--- config.mk ---
export PLATFORM = sky130hd
export DESIGN_NAME = lc3ie_ctrl
export DESIGN_NICKNAME = d
export VERILOG_FILES = /design/src/rtl/core/lc3ie_pkg.sv /design/src/rtl/core/lc3ie_ctrl.sv
export SDC_FILE = /design/constraint.sdc
export NUM_CORES = 1
export LEC_CHECK = 0
export CELL_PAD_IN_SITES_DETAIL_PLACEMENT = 1
export CELL_PAD_IN_SITES_GLOBAL_PLACEMENT = 2
export CORE_AREA = 2 2 39 41
export CTS_CLUSTER_SIZE = 16
export DETAILED_ROUTE_END_ITERATION = 10
export DIE_AREA = 0 0 41 43
export DONT_BUFFER_PORTS = 1
export GPL_ROUTABILITY_DRIVEN = 0
export PLACE_DENSITY = 0.61
export SETUP_SLACK_MARGIN = 0.1
export SYNTH_ARGS = -nofsm -noshare
export SYNTH_HDL_FRONTEND = slang
export SYNTH_SLANG_ARGS = --single-unit
--- constraint.sdc ---
create_clock -name clk -period 1.3 [get_ports clk]
set_input_delay 0.065 -clock clk [delete_from_list [all_inputs] [get_ports clk]]
set_output_delay 0.065 -clock clk [all_outputs]
set_load 0.02 [all_outputs]
--- src/rtl/core/lc3ie_pkg.sv ---
// Shared types, codes and helpers for the LC-3 instruction executor.
package lc3ie_pkg;

  // Memory geometry; every address is cut to ADDR_BITS
  localparam int ADDR_BITS = 16;
  localparam int MEM_WORDS = 1 << ADDR_BITS;

  localparam logic [ADDR_BITS-1:0] CTRL_ADDR = ADDR_BITS'(16'hFFFE);
  localparam logic [15:0] START_PC_RST = 16'h3000;
  localparam logic [15:0] CTRL_RST     = 16'h8000;
  localparam logic [15:0] CTRL_HALT    = 16'hFFFF;

  // Condition flags
  localparam logic [2:0] FLAG_N = 3'd4;
  localparam logic [2:0] FLAG_Z = 3'd2;
  localparam logic [2:0] FLAG_P = 3'd1;

  // Trap vectors handled in hardware
  localparam logic [7:0] VEC_GETC  = 8'h20;
  localparam logic [7:0] VEC_OUT   = 8'h21;
  localparam logic [7:0] VEC_PUTS  = 8'h22;
  localparam logic [7:0] VEC_IN    = 8'h23;
  localparam logic [7:0] VEC_PUTSP = 8'h24;
  localparam logic [7:0] VEC_HALT  = 8'h25;

  typedef enum logic [1:0] {
    CMD_WRITE = 2'd0,
    CMD_READ  = 2'd1,
    CMD_STEP  = 2'd2,
    CMD_NONE  = 2'd3
  } cmd_t;

  typedef enum logic [2:0] {
    ST_OK      = 3'd0,
    ST_HALT    = 3'd1,
    ST_ZERO    = 3'd2,
    ST_RTI     = 3'd3,
    ST_RSVD    = 3'd4,
    ST_STOPPED = 3'd5
  } status_t;

  typedef enum logic [3:0] {
    OP_BR, OP_ADD, OP_LD, OP_ST, OP_JSR, OP_AND, OP_LDR, OP_STR,
    OP_RTI, OP_NOT, OP_LDI, OP_STI, OP_JMP, OP_RES, OP_LEA, OP_TRAP
  } opcode_t;

  typedef enum logic [2:0] {
    S_IDLE, S_DISPATCH, S_RDWAIT, S_EXEC, S_MEM1, S_MEM2, S_DONE
  } state_t;

  // Commands from controller to datapath
  typedef struct packed {
    logic capture;
    logic mem_wr_item;
    logic mem_rd_item;
    logic rd_take;
    logic fetch;
    logic exec;
    logic mem1;
    logic mem2;
    logic stop5;
    logic publish;
  } ctl_cmd_t;

  // Status from datapath to controller
  typedef struct packed {
    cmd_t cmd;
    logic stopped;
    logic exec_mem;
    logic mem1_mem2;
    logic res_busy;
  } dp_stat_t;

  function automatic logic [2:0] flags_of(input logic [15:0] v);
    if (v == 16'd0) return FLAG_Z;
    else if (v[15]) return FLAG_N;
    else            return FLAG_P;
  endfunction

endpackage

--- src/rtl/core/lc3ie_ctrl.sv ---
// Sequencer for the LC-3 executor: issues datapath commands per phase.
module lc3ie_ctrl (
  input  logic                clk,
  input  logic                rst,
  input  logic                in_valid,
  output logic                in_ready,
  input  lc3ie_pkg::dp_stat_t stat,
  output lc3ie_pkg::ctl_cmd_t cmd
);
  import lc3ie_pkg::*;

  state_t state, state_next;

  // State register
  always_ff @(posedge clk) begin
    if (rst) state <= S_IDLE;
    else     state <= state_next;
  end

  // Next state and commands
  always_comb begin
    state_next = state;
    cmd        = '0;
    in_ready   = 1'b0;
    case (state)
      S_IDLE: begin
        in_ready = 1'b1;
        if (in_valid) begin
          cmd.capture = 1'b1;
          state_next  = S_DISPATCH;
        end
      end
      S_DISPATCH: begin
        case (stat.cmd)
          CMD_WRITE: begin
            cmd.mem_wr_item = 1'b1;
            state_next      = S_DONE;
          end
          CMD_READ: begin
            cmd.mem_rd_item = 1'b1;
            state_next      = S_RDWAIT;
          end
          CMD_STEP: begin
            if (stat.stopped) begin
              cmd.stop5  = 1'b1;
              state_next = S_DONE;
            end else begin
              cmd.fetch  = 1'b1;
              state_next = S_EXEC;
            end
          end
          default: state_next = S_DONE;
        endcase
      end
      S_RDWAIT: begin
        cmd.rd_take = 1'b1;
        state_next  = S_DONE;
      end
      S_EXEC: begin
        cmd.exec   = 1'b1;
        state_next = stat.exec_mem ? S_MEM1 : S_DONE;
      end
      S_MEM1: begin
        cmd.mem1   = 1'b1;
        state_next = stat.mem1_mem2 ? S_MEM2 : S_DONE;
      end
      S_MEM2: begin
        cmd.mem2   = 1'b1;
        state_next = S_DONE;
      end
      S_DONE: begin
        // wait for the output slot to free up
        if (!stat.res_busy) begin
          cmd.publish = 1'b1;
          state_next  = S_IDLE;
        end
      end
      default: state_next = S_IDLE;
    endcase
  end

endmodule

# Word level (Yosys, flattened, before mapping)
# Cells that the tools add are included.
[word_totals] register_bits=3 inputBits=9 output_inout_bits=11 elab_cells=40
[op_classes] eq_ne=10 mux=25 reduce_logical=4
[ops] op="3-bit one-hot mux with 6 select lines" count=1
[ops] op="1-bit two-way mux" count=17
[ops] op="3-bit equality test (second input constant)" count=3
[ops] op="3-bit two-way mux" count=3
[ops] op="3-bit by 2-bit equality test with 1-bit output (second input constant)" count=2
[ops] op="2-bit two-way mux" count=3
[ops] op="3-bit one-hot mux with 2 select lines" count=1
[ops] op="2-bit inequality test (second input constant)" count=2
[ops] op="3-bit by 1-bit equality test with 1-bit output (second input constant)" count=1
[ops] op="3-bit logical NOT" count=1
[ops] op="2-bit by 1-bit equality test with 1-bit output (second input constant)" count=1
[ops] op="2-bit equality test (second input constant)" count=1
[ops] op="2-bit logical NOT" count=1
[ops] op="2-bit AND reduction" count=1
[ops] op="2-bit OR reduction" count=1

# Depth between registers and ports, before layout
[depth] ltp_word=3 mapped_depth=4

# Worst setup path before layout
# No wires, ideal clock.
[synth_path] path_kind="reg2out" startpoint="register state[2]" endpoint="output port cmd[9] (netlist name)" arrival_ns=1.361 required_ns=1.235 slack_ns=-0.126 path_stages_with_launch=4 cell_sequence="dfxtp_1 -> buf_2 -> nor3_1 -> and2_1"
[synth_rtl] item="start, declared" line_no="lc3ie_ctrl.sv:12" rtl="state_t state, state_next;"
[synth_rtl] item="start signal, assigned" line_no="lc3ie_ctrl.sv:17" rtl="else state <= state_next;"
[synth_rtl] item="end, declared" line_no="lc3ie_ctrl.sv:8" rtl="output lc3ie_pkg::ctl_cmd_t cmd"

==> results.py <==
metrics = {
    "run_status": {
        "status": "finished, final reports clean",
    },
    "worst_setup_path": {
        "cp_max_fo": 3,
        "cpPeakStageDelay_ps": 350,
        "cp-end-kind": "output port",
        "arrival_ps": 1230,
        "cp_slowest_cell": "dfxtp_4",
        "startpoint_type": "flop",
        "path_class": "flop to output port",
        "cp.required_ps": 1240,
        "crit_path_cell_trace": "nor4b_4 > nand2_1 > nor2_1 > buf_4",
    },
    "power_and_ir_drop": {
        "p_switching_mw": 0.636,
        "p_leak_nw": 0.222,
        "pwr-share-clk_pct": 11.0,
        "ir_drop_mv": 1.14,
        "p_sw_share_pct": 44.0,
        "power.share.sequential_pct": 14.6,
        "p_int_mw": 0.809,
        "powerDensity_nw_per_um2": 2700,
        "total_power_mw": 1.45,
        "power_frac_comb_pct": 74.4,
    },
    "sta": {
        "rsz0062_at_grt": "true",
        "min_period_ps": 1290,
        "slew_headroom_pct": 76.5,
        "finalSetupViolations": 0,
        "finalSetupTns_ps": 0,
        "period_share_pct": 99.6,
        "fin_skew_ps": 1.48,
        "hold_viol": 0,
        "max_freq_mhz": 773,
        "tightestPinTransition_ps": 349,
        "maxSlewViolCount": 0,
    },
    "place": {
        "port_buffers": 0,
        "dpl.hpwl_um": 706,
    },
    "cts": {
        "cts_made_buffers": 3,
        "cts_tree": "built",
        "clk_pin_slew_ps": 30,
        "clockRootBuffer": "clkbuf_4",
        "cts_max_level": 1,
        "clock_path_buffers": 2,
        "cts_sinks": 3,
        "insertion_delay_ps": 230,
    },
    "yosys": {
        "yosys.area.top_type_share_pct": 19.8,
        "ys_warn_count": 0,
        "ys_ff_latch": 3,
        "syn_nets": 51,
        "synth_area_um2": 303,
        "synth_area_leader_cell": "dfxtp_1",
        "synth_cell_types": 22,
        "avgSynthCellArea_um2": 7.21,
        "synth_area_leaders": "dfxtp_1, nand2b_1, nor4b_4",
        "synth-seq-area-share_pct": 19.8,
        "synthCells": 42,
    },
    "drt": {
        "drt-pass1-iter-count": 1,
        "routed_wl_um": 925,
        "drt_drc_violations_left": 0,
        "drt-wirelength-per-cell_um": 12.2,
        "vias_per_cell": 4.68,
        "vias": 356,
        "final_antenna_net_count": 0,
        "drt_iter0_drc": 0,
    },
    "finish": {
        "drive_above_1_share_pct": 55.0,
        "areaGrowthSynthToFinish_pct": 76.4,
        "final_nets": 70,
        "fin_util_pct": 38.6,
        "antenna_cells": 0,
        "fillCellCount": 176,
        "regMostFlops": "state",
        "top_regs": "state (3)",
        "largest_register_ffs": 3,
    },
    "floorplan": {
        "start_util_pct": 21.9,
        "rows": 14,
        "io_pins": 20,
        "core_um2": 1380,
        "fp.dieH_um": 43,
        "dieArea_um2": 1760,
        "fp.dieW_um": 41,
    },
    "global_routing": {
        "grt-ovfl-total": 0,
        "grt_start_max_net_pins": 10,
        "grt_pass1_wl_um": 1410,
        "antenna_found_initial": 0,
        "track_usage_pct": 11.7,
        "grt_pass1_vias": 351,
    },
    "hold_path": {
        "hp-class": "primary input to flop",
    },
    "job": {
        "drv_cap": 0,
    },
}
[area by class of cell]
| type | instances | area (µm²) | area share (%) |
|---|---|---|---|
| sequential | 3 | 67.6 | 12.6 |
| clock buffer | 4 | 26.3 | 4.92 |
| inverter | 2 | 7.51 | 1.41 |
| multi-input combinational | 34 | 268 | 50.1 |
| timing repair buffer | 17 | 145 | 27.2 |
| tap | 16 | 20.0 | 3.75 |
[Yosys cell counts (all sizes together)]
| cell type | n |
|---|---|
| nor2b | 3 |
| nand2b | 5 |
| nand2 | 3 |
| inv | 2 |
| dfxtp | 3 |
| nor4b | 1 |
| nor4 | 1 |
| a21oi | 2 |
| a2bb2oi | 1 |
| or3b | 1 |
| a2111oi | 1 |
| buf | 3 |
| a32oi | 1 |
| nor2 | 6 |
| and3 | 1 |
| or2 | 1 |
| and2 | 2 |
| o21ai | 2 |
| nor3 | 2 |
| nand3b | 1 |
[cell usage in the layout, fill, tap and decap left out, types with 2 or more instances in the layout]
cell	count
buf_4	12
nor2_1	5
nand2b_1	4
buf_6	4
nand2_1	3
nor2b_1	3
clkbuf_4	3
and2_4	2
inv_1	2
nor3_4	2
dfxtp_4	2
[final timing paths]
kind	startpoint	to	slack (ps)	depth (start not counted)
max	state[1]	cmd[1]	6	4
min	stat[2]	state[1]	60	3
max reg2reg	state[2]	state[0]	110	4
min reg2reg	state[1]	state[0]	620	2
[power by group through the flow]
stage | Combinational (mW) | Clock [mW] | Sequential [mW]
6_report | 1.08 | 0.159 | 0.211
5_1_grt | 1.16 | 0.180 | 0.217
4_1_cts | 0.881 | 0.168 | 0.238
3_5_place_dp | 0.721 | 0 | 0.231
3_3_place_gp | 0.711 | 0 | 0.225
2_1_floorplan | 0.569 | 0 | 0.180
[cells by family after synthesis]
kind of cell    synth area share (%)
compound gates                  17.4
buf+inv                         8.27
flops                           19.8
simple gates                    54.5
[worst max-delay path: cells and delay by family, from the launching register on]
family / cells / cell delay, ps
flops: 1 / 350
buf+inv: 1 / 140
simple gates: 3 / 510
[repair_timing]
| item | 4_1_cts | 5_1_grt |
|---|---|---|
| gates resized for setup | 12 | 7 |
| hold buffers | 1 | 0 |
| endpoints found under the hold margin | 3 | 0 |
| pin swaps | 5 | 7 |
| buffers inserted | 1 | 5 |
| setup endpoints to repair | 9 | 8 |
[metal layers]
| metal | wire (µm) | up-vias | GRT usage [%] |
|---|---|---|---|
| met5 | 0 | - | 0 |
| met4 | 0 | 0 | 4.00 |
| met3 | 86 | 0 | 5.76 |
| met2 | 459 | 14 | 17.5 |
| met1 | 379 | 161 | 14.1 |
| li1 | - | 181 | - |
[through the flow]
stage | std cells | setup slack [ps] | area, µm² | hold slack, ps
6_report | 76 | 5.57 | 534 | 64.3
3_5_place_dp | 65 | 119 | 390 | 138
2_1_floorplan | 42 | 85.4 | 313 | 134
4_1_cts | 71 | -13.7 | 473 | 57.7
3_3_place_gp | 65 | 153 | 390 | 139
5_1_grt | 76 | -97.4 | 534 | 122
(Power assumes the default switching activity.)
